### config.mk
export PLATFORM = sky130hd
export DESIGN_NAME = optical_bit_slicer_sync_detect_flat
export DESIGN_NICKNAME = d
export VERILOG_FILES = /design/src/rtl/core/obsd_pkg.sv /design/src/rtl/core/obsd_if.sv /design/src/rtl/core/obsd_cfg.sv /design/src/rtl/core/obsd_luma.sv /design/src/rtl/core/obsd_slicer.sv /design/src/rtl/core/optical_bit_slicer_sync_detect.sv /design/src/flat_wrapper.sv
export SDC_FILE = /design/constraint.sdc
export NUM_CORES = 1
export LEC_CHECK = 0
export BUFFER_PORTS_ARGS = -buffer_cell sky130_fd_sc_hd__clkbuf_2
export CORE_MARGIN = 2
export CORE_UTILIZATION = 30
export CTS_CLUSTER_SIZE = 10
export DETAILED_ROUTE_END_ITERATION = 8
export PLACE_DENSITY_LB_ADDON = 0.2
export SLEW_MARGIN = 0
export SYNTH_ARGS = -nofsm -noshare
export SYNTH_HDL_FRONTEND = slang
export SYNTH_HIERARCHICAL = 1
export SYNTH_SLANG_ARGS = --single-unit
### constraint.sdc
create_clock -name clk -period 13.25 [get_ports clk]
set_input_delay 0.6625 -clock clk [delete_from_list [all_inputs] [get_ports clk]]
set_output_delay 0.6625 -clock clk [all_outputs]
set_load 0.005 [all_outputs]
### src/rtl/core/obsd_pkg.sv
// ----------------------------------------------------------------------------
// obsd_pkg
// Shared types and constants for the optical bit slicer and sync detector.
// ----------------------------------------------------------------------------
package obsd_pkg;

  localparam int FRAC_BITS         = 4;
  localparam int MAX_SYMBOL_FRAMES = 30;
  localparam int MIN_SYMBOL_FRAMES = 2;

  localparam int COLOR_W = 12;
  localparam int DIFF_W  = COLOR_W + 1;
  localparam int SIG_W   = 13;
  localparam int ACC_W   = 31;
  localparam int WGT_FRAC = 16;
  localparam int SUM_W   = 18;
  localparam int CNT_W   = 5;
  localparam int CALF_W  = 8;
  localparam int LVL2_W  = SIG_W + 1;
  localparam int CMP_W   = 20;
  localparam int HIST_W  = 14;
  localparam int FILL_W  = 4;
  localparam int IDX_W   = 2;
  localparam int ACT_W   = 2;

  // Q16 luma weights
  localparam logic signed [ACC_W-1:0] W_BLUE  = ACC_W'(7471);
  localparam logic signed [ACC_W-1:0] W_GREEN = ACC_W'(38470);
  localparam logic signed [ACC_W-1:0] W_RED   = ACC_W'(19595);
  localparam logic signed [ACC_W-1:0] ROUND_HALF = ACC_W'(1 << (WGT_FRAC - 1));

  // preamble 10101010 then start 111000, oldest bit first
  localparam logic [HIST_W-1:0] SYNC_PATTERN = 14'h2AB8;
  localparam logic [FILL_W-1:0] SYNC_LEN     = FILL_W'(HIST_W);

  localparam logic signed [SIG_W-1:0] SIG_MAX = 13'sd4095;
  localparam logic signed [SIG_W-1:0] SIG_MIN = -13'sd4096;

  localparam logic [CNT_W-1:0]  EFF_MIN = CNT_W'(MIN_SYMBOL_FRAMES);
  localparam logic [CNT_W-1:0]  EFF_MAX = CNT_W'(MAX_SYMBOL_FRAMES);
  localparam logic [CALF_W-1:0] CAL_CNT_MAX = '1;

  // register indexes
  localparam logic [IDX_W-1:0] REG_FRAMES_PER_SYMBOL  = 2'd0;
  localparam logic [IDX_W-1:0] REG_CALIBRATION_FRAMES = 2'd1;
  localparam logic [IDX_W-1:0] REG_DEFAULT_THRESHOLD  = 2'd2;

  // register reset values
  localparam logic [CNT_W-1:0]        RST_FRAMES_PER_SYMBOL  = 5'd6;
  localparam logic [CALF_W-1:0]       RST_CALIBRATION_FRAMES = 8'd60;
  localparam logic signed [SIG_W-1:0] RST_DEFAULT_THRESHOLD  = SIG_W'(20 << FRAC_BITS);
  localparam logic signed [SIG_W-1:0] RST_WHITE_LEVEL        = SIG_W'(255 << FRAC_BITS);

  // action codes
  localparam logic [ACT_W-1:0] ACT_SAMPLE    = 2'd0;
  localparam logic [ACT_W-1:0] ACT_BLACK     = 2'd1;
  localparam logic [ACT_W-1:0] ACT_WHITE     = 2'd2;
  localparam logic [ACT_W-1:0] ACT_CALIBRATE = 2'd3;

  typedef struct packed {
    logic [CNT_W-1:0]        frames_per_symbol;
    logic [CALF_W-1:0]       calibration_frames;
    logic signed [SIG_W-1:0] default_threshold;
  } cfg_t;

  typedef struct packed {
    logic [ACT_W-1:0]        action;
    logic signed [SIG_W-1:0] sig;
  } sample_t;

endpackage

### src/rtl/core/obsd_if.sv
// ----------------------------------------------------------------------------
// obsd_if
// Valid/ready channels: frame samples in, slicer results out, register writes.
// ----------------------------------------------------------------------------
interface obsd_in_if;
  logic        valid;
  logic        ready;
  logic [1:0]  action;
  logic [11:0] center_blue;
  logic [11:0] center_green;
  logic [11:0] center_red;
  logic [11:0] ambient_blue;
  logic [11:0] ambient_green;
  logic [11:0] ambient_red;

  modport source (
    output valid, action, center_blue, center_green, center_red,
           ambient_blue, ambient_green, ambient_red,
    input  ready
  );
  modport sink (
    input  valid, action, center_blue, center_green, center_red,
           ambient_blue, ambient_green, ambient_red,
    output ready
  );
endinterface

interface obsd_out_if;
  logic               valid;
  logic               ready;
  logic signed [12:0] frame_signal;
  logic               symbol_done;
  logic               sliced_bit;
  logic               bit_valid;
  logic               sync_locked;
  logic               calibrating;

  modport source (
    output valid, frame_signal, symbol_done, sliced_bit, bit_valid,
           sync_locked, calibrating,
    input  ready
  );
  modport sink (
    input  valid, frame_signal, symbol_done, sliced_bit, bit_valid,
           sync_locked, calibrating,
    output ready
  );
endinterface

interface obsd_cfg_if;
  logic        valid;
  logic        ready;
  logic [1:0]  index;
  logic [12:0] data;

  modport source (output valid, index, data, input ready);
  modport sink (input valid, index, data, output ready);
endinterface

### src/rtl/core/obsd_cfg.sv
// ----------------------------------------------------------------------------
// obsd_cfg
// Configuration register file, written one beat at a time.
// ----------------------------------------------------------------------------
module obsd_cfg
  import obsd_pkg::*;
(
  input  logic            clk,
  input  logic            rst_n,
  obsd_cfg_if.sink        cfg_if,
  output cfg_t            cfg
);

  logic [CNT_W-1:0]        fps_r;
  logic [CALF_W-1:0]       calf_r;
  logic signed [SIG_W-1:0] thr_r;

  assign cfg_if.ready = 1'b1;

  always_ff @(posedge clk) begin
    if (!rst_n) begin
      fps_r  <= RST_FRAMES_PER_SYMBOL;
      calf_r <= RST_CALIBRATION_FRAMES;
      thr_r  <= RST_DEFAULT_THRESHOLD;
    end else if (cfg_if.valid) begin
      unique case (cfg_if.index)
        REG_FRAMES_PER_SYMBOL:  fps_r  <= cfg_if.data[CNT_W-1:0];
        REG_CALIBRATION_FRAMES: calf_r <= cfg_if.data[CALF_W-1:0];
        REG_DEFAULT_THRESHOLD:  thr_r  <= $signed(cfg_if.data[SIG_W-1:0]);
        default: ;
      endcase
    end
  end

  assign cfg.frames_per_symbol  = fps_r;
  assign cfg.calibration_frames = calf_r;
  assign cfg.default_threshold  = thr_r;

endmodule

### src/rtl/core/obsd_luma.sv
// ----------------------------------------------------------------------------
// obsd_luma
// Centre minus ambient luma in sixteenths, rounded, registered per beat.
// ----------------------------------------------------------------------------
module obsd_luma
  import obsd_pkg::*;
(
  input  logic     clk,
  input  logic     rst_n,
  obsd_in_if.sink  in_if,
  input  logic     dn_ready,
  output logic     smp_valid,
  output sample_t  smp
);

  logic                    valid_r;
  sample_t                 smp_r;
  logic                    load;
  logic signed [DIFF_W-1:0] db, dg, dr;
  logic signed [ACC_W-1:0]  pb, pg, pr, acc;

  assign in_if.ready = !valid_r || dn_ready;
  assign load        = in_if.valid && in_if.ready;

  always_comb begin
    db  = $signed({1'b0, in_if.center_blue})  - $signed({1'b0, in_if.ambient_blue});
    dg  = $signed({1'b0, in_if.center_green}) - $signed({1'b0, in_if.ambient_green});
    dr  = $signed({1'b0, in_if.center_red})   - $signed({1'b0, in_if.ambient_red});
    pb  = ACC_W'(db) * W_BLUE;
    pg  = ACC_W'(dg) * W_GREEN;
    pr  = ACC_W'(dr) * W_RED;
    acc = pb + pg + pr + ROUND_HALF;
  end

  always_ff @(posedge clk) begin
    if (!rst_n) begin
      valid_r <= 1'b0;
    end else if (in_if.ready) begin
      valid_r <= in_if.valid;
    end
  end

  always_ff @(posedge clk) begin
    if (load) begin
      smp_r.action <= in_if.action;
      smp_r.sig    <= $signed(acc[WGT_FRAC+SIG_W-1:WGT_FRAC]);
    end
  end

  assign smp_valid = valid_r;
  assign smp       = smp_r;

endmodule

### src/rtl/core/obsd_slicer.sv
// ----------------------------------------------------------------------------
// obsd_slicer
// Calibration, symbol integration, bit slicing and sync search; result register.
// ----------------------------------------------------------------------------
module obsd_slicer
  import obsd_pkg::*;
(
  input  logic      clk,
  input  logic      rst_n,
  input  cfg_t      cfg,
  input  logic      smp_valid,
  input  sample_t   smp,
  output logic      smp_ready,
  obsd_out_if.source out_if
);

  // symbol and sync state
  logic signed [SUM_W-1:0]  sum_r, sum_nxt;
  logic [CNT_W-1:0]         cnt_r, cnt_nxt;
  logic [HIST_W-1:0]        hist_r, hist_nxt;
  logic [FILL_W-1:0]        fill_r, fill_nxt;
  logic                     locked_r, locked_nxt;
  // levels and calibration
  logic                     bk_r, bk_nxt, wk_r, wk_nxt;
  logic signed [SIG_W-1:0]  black_r, black_nxt, white_r, white_nxt;
  logic                     cal_r, cal_nxt;
  logic [CALF_W-1:0]        ccnt_r, ccnt_nxt;
  logic signed [SIG_W-1:0]  cmin_r, cmin_nxt, cmax_r, cmax_nxt;
  // result register
  logic                     ovalid_r;
  logic signed [SIG_W-1:0]  osig_r;
  logic                     odone_r, obit_r, obv_r, olock_r, ocal_r;

  logic                     adv;
  logic [CNT_W-1:0]         eff, cnt_inc;
  logic                     done, sbit, both;
  logic signed [LVL2_W-1:0] mult_a;
  logic signed [CMP_W-1:0]  lhs, rhs, a_ext, n_ext;

  assign smp_ready = !ovalid_r || out_if.ready;
  assign adv       = smp_valid && smp_ready;

  always_comb begin
    sum_nxt    = sum_r;
    cnt_nxt    = cnt_r;
    hist_nxt   = hist_r;
    fill_nxt   = fill_r;
    locked_nxt = locked_r;
    bk_nxt     = bk_r;
    wk_nxt     = wk_r;
    black_nxt  = black_r;
    white_nxt  = white_r;
    cal_nxt    = cal_r;
    ccnt_nxt   = ccnt_r;
    cmin_nxt   = cmin_r;
    cmax_nxt   = cmax_r;

    priority if (cfg.frames_per_symbol < EFF_MIN) begin
      eff = EFF_MIN;
    end else if (cfg.frames_per_symbol > EFF_MAX) begin
      eff = EFF_MAX;
    end else begin
      eff = cfg.frames_per_symbol;
    end

    if (cal_r) begin
      if (smp.sig < cmin_r) cmin_nxt = smp.sig;
      if (smp.sig > cmax_r) cmax_nxt = smp.sig;
      if (ccnt_r != CAL_CNT_MAX) ccnt_nxt = ccnt_r + 1'b1;
      if (ccnt_nxt >= cfg.calibration_frames) begin
        cal_nxt   = 1'b0;
        black_nxt = cmin_nxt;
        white_nxt = cmax_nxt;
        bk_nxt    = 1'b1;
        wk_nxt    = 1'b1;
      end
    end

    // sum_r + sig stays within +-30 * 4095
    sum_nxt = sum_r + SUM_W'(smp.sig);
    cnt_inc = cnt_r + 1'b1;
    done    = cnt_inc >= eff;

    // sum > thr * n, or 2 * sum > (black + white) * n
    both   = bk_nxt && wk_nxt;
    mult_a = both ? (LVL2_W'(black_nxt) + LVL2_W'(white_nxt))
                  : LVL2_W'(cfg.default_threshold);
    lhs    = both ? (CMP_W'(sum_nxt) <<< 1) : CMP_W'(sum_nxt);
    a_ext  = CMP_W'(mult_a);
    n_ext  = $signed({{(CMP_W-CNT_W){1'b0}}, cnt_inc});
    rhs    = a_ext * n_ext;
    sbit   = !(lhs > rhs);

    if (done) begin
      sum_nxt  = '0;
      cnt_nxt  = '0;
      hist_nxt = {hist_r[HIST_W-2:0], sbit};
      if (fill_r < SYNC_LEN) fill_nxt = fill_r + 1'b1;
      if (fill_nxt == SYNC_LEN && hist_nxt == SYNC_PATTERN) locked_nxt = 1'b1;
    end else begin
      cnt_nxt = cnt_inc;
    end

    unique case (smp.action)
      ACT_BLACK: begin
        black_nxt = smp.sig;
        bk_nxt    = 1'b1;
      end
      ACT_WHITE: begin
        white_nxt = smp.sig;
        wk_nxt    = 1'b1;
      end
      ACT_CALIBRATE: begin
        cal_nxt  = 1'b1;
        ccnt_nxt = '0;
        cmin_nxt = SIG_MAX;
        cmax_nxt = SIG_MIN;
      end
      ACT_SAMPLE: ;
      default: ;
    endcase
  end

  always_ff @(posedge clk) begin
    if (!rst_n) begin
      sum_r    <= '0;
      cnt_r    <= '0;
      hist_r   <= '0;
      fill_r   <= '0;
      locked_r <= 1'b0;
      bk_r     <= 1'b0;
      wk_r     <= 1'b0;
      black_r  <= '0;
      white_r  <= RST_WHITE_LEVEL;
      cal_r    <= 1'b0;
      ccnt_r   <= '0;
      cmin_r   <= SIG_MAX;
      cmax_r   <= SIG_MIN;
      ovalid_r <= 1'b0;
    end else begin
      if (adv) begin
        sum_r    <= sum_nxt;
        cnt_r    <= cnt_nxt;
        hist_r   <= hist_nxt;
        fill_r   <= fill_nxt;
        locked_r <= locked_nxt;
        bk_r     <= bk_nxt;
        wk_r     <= wk_nxt;
        black_r  <= black_nxt;
        white_r  <= white_nxt;
        cal_r    <= cal_nxt;
        ccnt_r   <= ccnt_nxt;
        cmin_r   <= cmin_nxt;
        cmax_r   <= cmax_nxt;
      end
      if (smp_ready) begin
        ovalid_r <= smp_valid;
      end
    end
  end

  always_ff @(posedge clk) begin
    if (adv) begin
      osig_r  <= smp.sig;
      odone_r <= done;
      obit_r  <= done && sbit;
      obv_r   <= done && locked_nxt;
      olock_r <= locked_nxt;
      ocal_r  <= cal_nxt;
    end
  end

  assign out_if.valid        = ovalid_r;
  assign out_if.frame_signal = osig_r;
  assign out_if.symbol_done  = odone_r;
  assign out_if.sliced_bit   = obit_r;
  assign out_if.bit_valid    = obv_r;
  assign out_if.sync_locked  = olock_r;
  assign out_if.calibrating  = ocal_r;

`ifndef SYNTH
  a_lock_sticky: assert property (@(posedge clk) disable iff (!rst_n)
    locked_r |=> locked_r)
    else $error("sync lock dropped");

  a_cnt_range: assert property (@(posedge clk) disable iff (!rst_n)
    cnt_r < EFF_MAX)
    else $error("frame counter past symbol length");

  a_fill_range: assert property (@(posedge clk) disable iff (!rst_n)
    fill_r <= SYNC_LEN)
    else $error("history fill past sync length");

  a_done_clears: assert property (@(posedge clk) disable iff (!rst_n)
    (adv && done) |=> (cnt_r == '0 && sum_r == '0))
    else $error("symbol state not cleared after decision");

  a_lock_needs_fill: assert property (@(posedge clk) disable iff (!rst_n)
    locked_r |-> (fill_r == SYNC_LEN))
    else $error("locked before history full");
`endif

endmodule

### src/rtl/core/optical_bit_slicer_sync_detect.sv
// ----------------------------------------------------------------------------
// optical_bit_slicer_sync_detect
// Optical link receiver front end: luma slicer with preamble sync detection.
// ----------------------------------------------------------------------------
// One beat on in_if per camera frame: action code plus mean centre and ambient
// colors (8.4). One beat on out_if per input beat, in order: the frame's luma
// difference, symbol decision, sliced bit, payload flag, sync and cal status.
// cfg_if writes frames_per_symbol (0), calibration_frames (1) and
// default_threshold (2); it is always ready. Write it only while idle.
// A result reaches out_if through the luma register, then the result register.
// Throughput: one beat per cycle while out_if is ready.
// Reset (rst_n low, synchronous) restores the register defaults, clears sum,
// history and lock, forgets the black/white levels and drops both valids.
// If out_if stalls, the result register holds and one more frame is taken into
// the luma register; in_if.ready falls only when both are full.
// ----------------------------------------------------------------------------
module optical_bit_slicer_sync_detect
  import obsd_pkg::*;
(
  input  logic        clk,
  input  logic        rst_n,
  obsd_in_if.sink     in_if,
  obsd_out_if.source  out_if,
  obsd_cfg_if.sink    cfg_if
);

  cfg_t    cfg;
  logic    smp_valid;
  logic    smp_ready;
  sample_t smp;

  obsd_cfg u_cfg (
    .clk    (clk),
    .rst_n  (rst_n),
    .cfg_if (cfg_if),
    .cfg    (cfg)
  );

  obsd_luma u_luma (
    .clk       (clk),
    .rst_n     (rst_n),
    .in_if     (in_if),
    .dn_ready  (smp_ready),
    .smp_valid (smp_valid),
    .smp       (smp)
  );

  obsd_slicer u_slicer (
    .clk       (clk),
    .rst_n     (rst_n),
    .cfg       (cfg),
    .smp_valid (smp_valid),
    .smp       (smp),
    .smp_ready (smp_ready),
    .out_if    (out_if)
  );

endmodule

### src/flat_wrapper.sv
// flat-port wrapper written by rule: the top's interface ports become plain ports
module optical_bit_slicer_sync_detect_flat import obsd_pkg::*;
  (clk, rst_n, in_if_valid, in_if_action, in_if_center_blue, in_if_center_green, in_if_center_red, in_if_ambient_blue, in_if_ambient_green, in_if_ambient_red, in_if_ready, out_if_valid, out_if_frame_signal, out_if_symbol_done, out_if_sliced_bit, out_if_bit_valid, out_if_sync_locked, out_if_calibrating, out_if_ready, cfg_if_valid, cfg_if_index, cfg_if_data, cfg_if_ready);
  obsd_in_if in_if_i ();
  obsd_out_if out_if_i ();
  obsd_cfg_if cfg_if_i ();
  input  logic clk;
  input  logic rst_n;
  input wire logic [$bits(in_if_i.valid)-1:0] in_if_valid;
  input wire logic [$bits(in_if_i.action)-1:0] in_if_action;
  input wire logic [$bits(in_if_i.center_blue)-1:0] in_if_center_blue;
  input wire logic [$bits(in_if_i.center_green)-1:0] in_if_center_green;
  input wire logic [$bits(in_if_i.center_red)-1:0] in_if_center_red;
  input wire logic [$bits(in_if_i.ambient_blue)-1:0] in_if_ambient_blue;
  input wire logic [$bits(in_if_i.ambient_green)-1:0] in_if_ambient_green;
  input wire logic [$bits(in_if_i.ambient_red)-1:0] in_if_ambient_red;
  output wire logic [$bits(in_if_i.ready)-1:0] in_if_ready;
  output wire logic [$bits(out_if_i.valid)-1:0] out_if_valid;
  output wire logic [$bits(out_if_i.frame_signal)-1:0] out_if_frame_signal;
  output wire logic [$bits(out_if_i.symbol_done)-1:0] out_if_symbol_done;
  output wire logic [$bits(out_if_i.sliced_bit)-1:0] out_if_sliced_bit;
  output wire logic [$bits(out_if_i.bit_valid)-1:0] out_if_bit_valid;
  output wire logic [$bits(out_if_i.sync_locked)-1:0] out_if_sync_locked;
  output wire logic [$bits(out_if_i.calibrating)-1:0] out_if_calibrating;
  input wire logic [$bits(out_if_i.ready)-1:0] out_if_ready;
  input wire logic [$bits(cfg_if_i.valid)-1:0] cfg_if_valid;
  input wire logic [$bits(cfg_if_i.index)-1:0] cfg_if_index;
  input wire logic [$bits(cfg_if_i.data)-1:0] cfg_if_data;
  output wire logic [$bits(cfg_if_i.ready)-1:0] cfg_if_ready;
  assign in_if_i.valid = in_if_valid;
  assign in_if_i.action = in_if_action;
  assign in_if_i.center_blue = in_if_center_blue;
  assign in_if_i.center_green = in_if_center_green;
  assign in_if_i.center_red = in_if_center_red;
  assign in_if_i.ambient_blue = in_if_ambient_blue;
  assign in_if_i.ambient_green = in_if_ambient_green;
  assign in_if_i.ambient_red = in_if_ambient_red;
  assign in_if_ready = in_if_i.ready;
  assign out_if_valid = out_if_i.valid;
  assign out_if_frame_signal = out_if_i.frame_signal;
  assign out_if_symbol_done = out_if_i.symbol_done;
  assign out_if_sliced_bit = out_if_i.sliced_bit;
  assign out_if_bit_valid = out_if_i.bit_valid;
  assign out_if_sync_locked = out_if_i.sync_locked;
  assign out_if_calibrating = out_if_i.calibrating;
  assign out_if_i.ready = out_if_ready;
  assign cfg_if_i.valid = cfg_if_valid;
  assign cfg_if_i.index = cfg_if_index;
  assign cfg_if_i.data = cfg_if_data;
  assign cfg_if_ready = cfg_if_i.ready;
  optical_bit_slicer_sync_detect u_core (.clk(clk), .rst_n(rst_n), .in_if(in_if_i), .out_if(out_if_i), .cfg_if(cfg_if_i));
endmodule
==> impl_metrics.py, run 1 <==
metrics = {
    "synthesis": {
        "mappedNetlistNets": 3740,
        "synth_flop_cell": "dfxtp_1",
        "yosysWarningCount": 6,
        "synth.top_cells.by_area": "ha_1 25%, fa_1 20%, dfxtp_1 10%, inv_1 8.5%, edfxtp_1 3.9%",
        "mappedNetlistArea_mm2": 0.02547,
        "yosysSeqAreaShare_pct": 14.26,
        "synth_top_family_by_area": "adder cells",
        "synth_cell_type_count": 83,
        "synthSimpleGateAreaFrac_pct": 11.17,
        "yosys.area.top_type_share_pct": 24.66,
        "synth.largest_area_cell": "ha_1",
        "synth_adder_area_share_pct": 45.13,
        "syn_avg_cell_area_um2": 8.833,
        "synth_compound_gate_area_share_pct": 12.98,
        "synth-xor-area-share_pct": 4.367,
        "async_flop_share_pct": 0,
        "postSynthCellCount": 2884,
        "post_synth_mux_area_share_pct": 2.368,
        "ffs_latches_synth": 165,
        "synth_enable_flop_cells": 33,
    },
    "setup_path": {
        "worst_path_max_delay_cell": "fa_1",
        "critical_path.most_common_cell": "a21oi_1",
        "worst_ep_arrival_time_ns": 11.72,
        "critical_path_buf_inv_count": 3,
        "critical_path_class": "reg -> reg",
        "endpoint_class_of_the_critical_path": "flip-flop",
        "crit_path_max_fanout": 13,
        "cp_slowest_stage_delay_ns": 0.50,
        "data_required_time_of_the_critical_path_ns": 13.45,
        "critPathTopFamily": "compound AO/OA/AOI/OAI gates",
        "worst_setup_path_start_kind": "flip-flop",
    },
    "final_layout": {
        "area_of_combinational_cells_with_multiple_inputs_mm2": 0.01938,
        "area.growth.synth_to_final_pct": 9.666,
        "post_route_cells_drive_above_1_share_pct": 6.671,
        "filler_cell_count": 8962,
        "final_net_count": 3826,
        "area.sequential_mm2": 0.003633,
        "antenna-diode-count": 0,
    },
    "floorplanning": {
        "top_ports": 115,
        "floorplan.die.width_um": 295.4,
        "die_height_um": 295.4,
        "initial_cell_density_of_the_core_pct": 30.39,
        "core.rowCount": 106,
        "core_area_mm2": 0.08382,
        "die_area_mm2": 0.08726,
    },
    "timing": {
        "maxClockFrequency_mhz": 86.82,
        "fin_crit_ns": 11.52,
        "worst-slew-pin-transition_ns": 1.118,
        "rsz_0062_raised_after_global_routing": "no",
        "timing.max_slew.rel_slack_pct": 25.17,
        "final-hold-violation-count": 0,
        "timing.final.max_slew_violations": 0,
        "finalCritPeriodShare_pct": 86.93,
        "finalClockSkew_ns": 0.01010,
        "finalSetupViolations": 0,
        "timing.setup.tns_ns": 0,
    },
    "global_routing": {
        "grt_max_degree": 71,
        "grtUsageTotal_pct": 15.88,
        "first_global_vias": 19710,
        "grt.overflow.total": 0,
        "antenna_found_initial": 0,
        "first_pass_grt_wire_length_um": 108400,
    },
    "routing": {
        "final_antenna_net_count": 0,
        "first_iter_violations": 854,
        "detail_route.drc_violations": 0,
        "vias": 19240,
        "drt_pre_antenna_iters": 8,
        "vias_per_cell": 4.673,
        "wl_per_cell_um": 16.27,
        "drt-total-wl_um": 66970,
    },
    "cts": {
        "cts.reportedPaths.clkPinSlew_ns": 0.07,
        "cts.sinks": 165,
        "cts-root-buf": "clkbuf_16",
        "numCtsBuffers": 17,
        "cts-hold-fix-buffers": 0,
        "count_of_h_tree_levels_built_during_cts": 4,
        "worst_skew_pair.late_latency_ns": 0.45,
        "cts_buffer_depth": 2,
        "post_cts.repair.setup_buffers": 0,
        "tritoncts": "yes",
        "ctsResizeCount": 0,
    },
    "job": {
        "drv.max_cap_violation_count": 0,
    },
    "placed_design": {
        "hpwl_um": 56100,
        "gpl.final_weighted_congestion": 0.8343,
        "buffers_on_ports": 113,
    },
    "hold_path": {
        "hp-class": "in -> reg",
    },
    "outcome": {
        "status": "complete, no violations",
    },
}
==> placed cells by master (no fill, tap or decap), types with 9 or more instances in the layout <==
cell | Yosys | final
inv_1 | 575 | 574
ha_1 | 502 | 502
fa_1 | 260 | 260
nand2_1 | 189 | 189
nor2_1 | 188 | 188
a21oi_1 | 139 | 138
dfxtp_1 | 132 | 132
clkbuf_2 | 0 | 113
o21ai_0 | 85 | 85
xnor2_1 | 75 | 75
mux2i_1 | 58 | 58
a21o_1 | 52 | 52
xor2_1 | 52 | 52
nand3_1 | 46 | 46
edfxtp_1 | 33 | 33
a22oi_1 | 29 | 29
buf_4 | 3 | 28
a211oi_1 | 28 | 28
o21a_1 | 25 | 25
nor3_1 | 25 | 25
nand2b_1 | 24 | 24
nor2b_1 | 22 | 22
nand4_1 | 22 | 22
and2_1 | 21 | 21
o211ai_1 | 20 | 20
clkbuf_16 | 0 | 17
o21bai_1 | 17 | 17
a31oi_1 | 14 | 14
o21ai_1 | 13 | 13
and3_1 | 13 | 13
o22ai_1 | 12 | 12
or2_2 | 9 | 9
o31ai_1 | 9 | 9
==> path summary, 6_finish.rpt <==
check | slack (ns) | end | from | depth (start not counted)
setup reg to reg | 1.73 | u_core/u_slicer/out_if.sync_locked | u_core/u_slicer/ccnt_r[0] | 47
setup / recovery | 1.73 | u_core/u_slicer/out_if.sync_locked | u_core/u_slicer/ccnt_r[0] | 47
hold / removal | 0.38 | u_core/u_luma/smp[13] | in_if_action[0] | 1
hold reg to reg | 0.46 | u_core/u_slicer/hist_r[12] | u_core/u_slicer/hist_r[12] | 2
==> cells by family after synthesis <==
kind of cell | after synthesis
adders and majority gates | 763
buffers and inverters | 653
and+or+nand+nor | 608
AOI/OAI and AO/OA | 507
DFF | 165
xor gates and xnor gates | 127
muxes | 60
other | 1
==> per-stage QoR <==
stage | cells | hold slack (ns) | area [um2] | util, % | worst slack, ns
after detailed placement | 4085 | 0.4469 | 27380 | 32.66 | 1.178
after global placement | 4085 | 0.4487 | 27380 | 32.66 | 1.358
after floorplan | 2884 | 0.4316 | 25470 | - | 2.400
final | 4117 | 0.3827 | 27940 | 33.33 | 1.731
after global routing | 4117 | 0.3615 | 27940 | 33.33 | 0.5547
after CTS | 4117 | 0.3543 | 27940 | 33.33 | 1.670
==> area by class of cell <==
class / instances / share of cell area (%)
clock buffers: 18 / 1.536
clock inverters: 14 / 0.4568
inverters: 579 / 7.780
multi-input cells: 2066 / 69.36
flip-flops and latches: 165 / 13.01
well taps: 1134 / 5.079
repair buffers: 141 / 2.777
==> sequential cells by signal, indices dropped and copies added (netlist names), 12 cells and up, named ones only <==
register / flops
u_core/u_slicer/sum_r: 18
u_core/u_slicer/cmin_r: 13
u_core/u_slicer/out_if.frame_signal: 13
u_core/u_slicer/hist_r: 13
u_core/u_cfg/thr_r: 13
u_core/u_slicer/black_r: 12
u_core/u_slicer/white_r: 13
u_core/u_luma/smp: 15
u_core/u_slicer/cmax_r: 13
==> synthesized netlist by cell type, types with 12 or more instances <==
library cell / n
a211oi_1: 28
a21o_1: 52
a21oi_1: 139
a22oi_1: 29
a31oi_1: 14
and2_1: 21
and3_1: 13
clkbuf_1: 59
dfxtp_1: 132
edfxtp_1: 33
fa_1: 260
ha_1: 502
inv_1: 575
mux2i_1: 58
nand2_1: 189
nand2b_1: 24
nand3_1: 46
nand4_1: 22
nor2_1: 188
nor2b_1: 22
nor3_1: 25
o211ai_1: 20
o21a_1: 25
o21ai_0: 85
o21ai_1: 13
o21bai_1: 17
o22ai_1: 12
xnor2_1: 75
xor2_1: 52
==> routing by layer <==
layer / GRT usage (%) / part of all wire, % / up-vias
met5: 0 / 0 / -
met4: 3.479 / 1.8 / 0
met3: 1.767 / 2.6 / 48
met2: 28.22 / 49 / 224
met1: 20.59 / 46 / 9219
li1: - / - / 9748
Power of run 1 is left out: the tool's default activity adds up to more than one toggle a clock period on the data nets, which glitch-free logic cannot reach.
==> run 2: changes to the inputs <==
--- a/config.mk
+++ b/config.mk
@@ -11,6 +11,7 @@
 export CTS_CLUSTER_SIZE = 10
 export DETAILED_ROUTE_END_ITERATION = 8
 export PLACE_DENSITY_LB_ADDON = 0.2
+export REMOVE_ABC_BUFFERS = 1
 export SLEW_MARGIN = 0
 export SYNTH_ARGS = -nofsm -noshare
 export SYNTH_HDL_FRONTEND = slang
==> constraint.sdc (replaced) <==
create_clock -name clk -period 14 [get_ports clk]
set_input_delay 0.7 -clock clk [delete_from_list [all_inputs] [get_ports clk]]
set_output_delay 0.7 -clock clk [all_outputs]
set_load 0.005 [all_outputs]
==> impl_metrics.py, run 2 (same netlist as run 1, synthesis figures left out) <==
metrics = {
    "routing": {
        "vias": 19190,
        "wl_met2_um": 32600,
        "first_iter_violations": 730,
        "drt-total-wl_um": 65810,
        "met3_wirelength_um": 1405,
        "detail_route.drc_violations": 0,
        "drt_pre_antenna_iters": 5,
        "vias_per_cell": 4.660,
        "final_antenna_net_count": 0,
        "highest_layer": "met4",
        "wl_per_cell_um": 15.98,
        "met1_length_um": 31190,
    },
    "final_layout": {
        "final_design_area_no_fill_mm2": 0.02800,
        "area.growth.synth_to_final_pct": 9.902,
        "post_route_cells_drive_above_1_share_pct": 6.705,
        "registers.top_by_ff_count": "u_core/u_slicer/sum_r",
        "filler_cell_count": 8933,
        "mostFrequentLayoutCell": "inv_1",
        "mostFrequentLayoutCells": "574 x inv_1, 502 x ha_1, 260 x fa_1",
        "antenna-diode-count": 0,
        "largest_register_ff_count": 18,
        "final_net_count": 3826,
    },
    "global_routing": {
        "grt_max_degree": 50,
        "antenna_found_initial": 0,
        "first_global_vias": 19780,
        "grtUsageTotal_pct": 15.67,
        "first_pass_grt_wire_length_um": 107900,
        "grt.overflow.total": 0,
    },
    "cts": {
        "worst_skew_pair.late_latency_ns": 0.45,
        "cts-hold-fix-buffers": 0,
        "cts_buffer_depth": 2,
        "cts.sinks": 165,
        "count_of_h_tree_levels_built_during_cts": 4,
        "cts-root-buf": "clkbuf_16",
        "ctsResizeCount": 0,
        "cts.reportedPaths.clkPinSlew_ns": 0.07,
        "post_cts.repair.setup_buffers": 0,
        "numCtsBuffers": 17,
        "tritoncts": "yes",
    },
    "setup_path": {
        "cp_slowest_stage_delay_ns": 0.88,
        "critical_path_class": "in -> reg",
        "worst_path_max_delay_cell": "a21oi_1",
        "data_required_time_of_the_critical_path_ns": 14.20,
        "worst_setup_path_start_kind": "input port",
        "worst_ep_arrival_time_ns": 12.04,
        "crit_path_max_fanout": 7,
        "endpoint_class_of_the_critical_path": "flip-flop",
    },
    "floorplanning": {
        "core.rowCount": 106,
        "die_area_mm2": 0.08726,
        "die_height_um": 295.4,
        "top_ports": 115,
        "core_area_mm2": 0.08382,
        "initial_cell_density_of_the_core_pct": 30.39,
        "floorplan.die.width_um": 295.4,
    },
    "job": {
        "drv.max_cap_violation_count": 0,
    },
    "placed_design": {
        "dpl_worst_slack_ns": 1.552,
        "buffers_on_ports": 113,
        "hpwl_um": 54470,
        "gpl.final_weighted_congestion": 0.8262,
        "placed_area_mm2": 0.02738,
    },
    "timing": {
        "timing.setup.tns_ns": 0,
        "finalSetupViolations": 0,
        "worst-slew-pin-transition_ns": 1.110,
        "final-hold-violation-count": 0,
        "rsz_0062_raised_after_global_routing": "no",
        "hold_ws_ns": 0.4280,
        "maxClockFrequency_mhz": 84.49,
        "timing.max_slew.rel_slack_pct": 26.02,
        "fin_ws_ns": 2.164,
        "timing.final.max_slew_violations": 0,
        "fin_crit_ns": 11.84,
        "finalCritPeriodShare_pct": 84.54,
        "finalClockSkew_ns": 0.01175,
    },
    "outcome": {
        "status": "complete, no violations",
    },
    "hold_path": {
        "hp-class": "in -> reg",
    },
}
run 2: cell count changes in the layout (fill, tap and decap cells not counted), moves of 2 or more:
cell,change
clkinv_2,-2
clkinvlp_4,-5
clkinv_4,+2
clkinv_8,+2
run 2: per-stage QoR:
| stage | util, % | std cells |
|---|---|---|
| floorplan | - | 2810 |
| global placement | 32.67 | 4085 |
| detailed placement | 32.67 | 4085 |
| CTS | 33.40 | 4117 |
| global route | 33.40 | 4117 |
| finish | 33.40 | 4117 |
run 2: worst paths after layout:
kind                             startpoint                            endpoint  slack, ns  cells after the start
hold reg to reg    u_core/u_slicer/sum_r[0]            u_core/u_slicer/sum_r[0]       0.46                      2
setup reg to reg  u_core/u_slicer/ccnt_r[0]  u_core/u_slicer/out_if.sync_locked       2.40                     47
hold / removal              in_if_action[0]               u_core/u_luma/smp[13]       0.43                      1
setup / recovery      in_if_center_green[0]               u_core/u_luma/smp[12]       2.16                     43
run 2: layout make-up:
| class | count | area, um2 | area share (%) |
|---|---|---|---|
| sequential | 165 | 3633 | 12.98 |
| tap | 1134 | 1419 | 5.068 |
| clock inverter | 13 | 168.9 | 0.6034 |
| multi-input combinational | 2066 | 19380 | 69.23 |
| timing repair buffer | 141 | 775.7 | 2.771 |
| inverter | 579 | 2173 | 7.763 |
| clock buffer | 19 | 442.9 | 1.582 |
run 2: worst max-delay path: cells and delay by family:
family                     cells  cell delay (ns)
AOI/OAI and AO/OA             11             3.33
xor gates and xnor gates       4             0.58
adders and majority gates     16             6.25
buffers and inverters          6             0.37
and+or+nand+nor                6             0.79
run 2: layer usage:
metal  track usage (%)  up-vias
li1                  -     9759
met1             20.82     9172
met2             28.19      226
met3             1.075       28
met4             2.489        0
met5                 0        -
Power of run 2 is left out for the same reason.
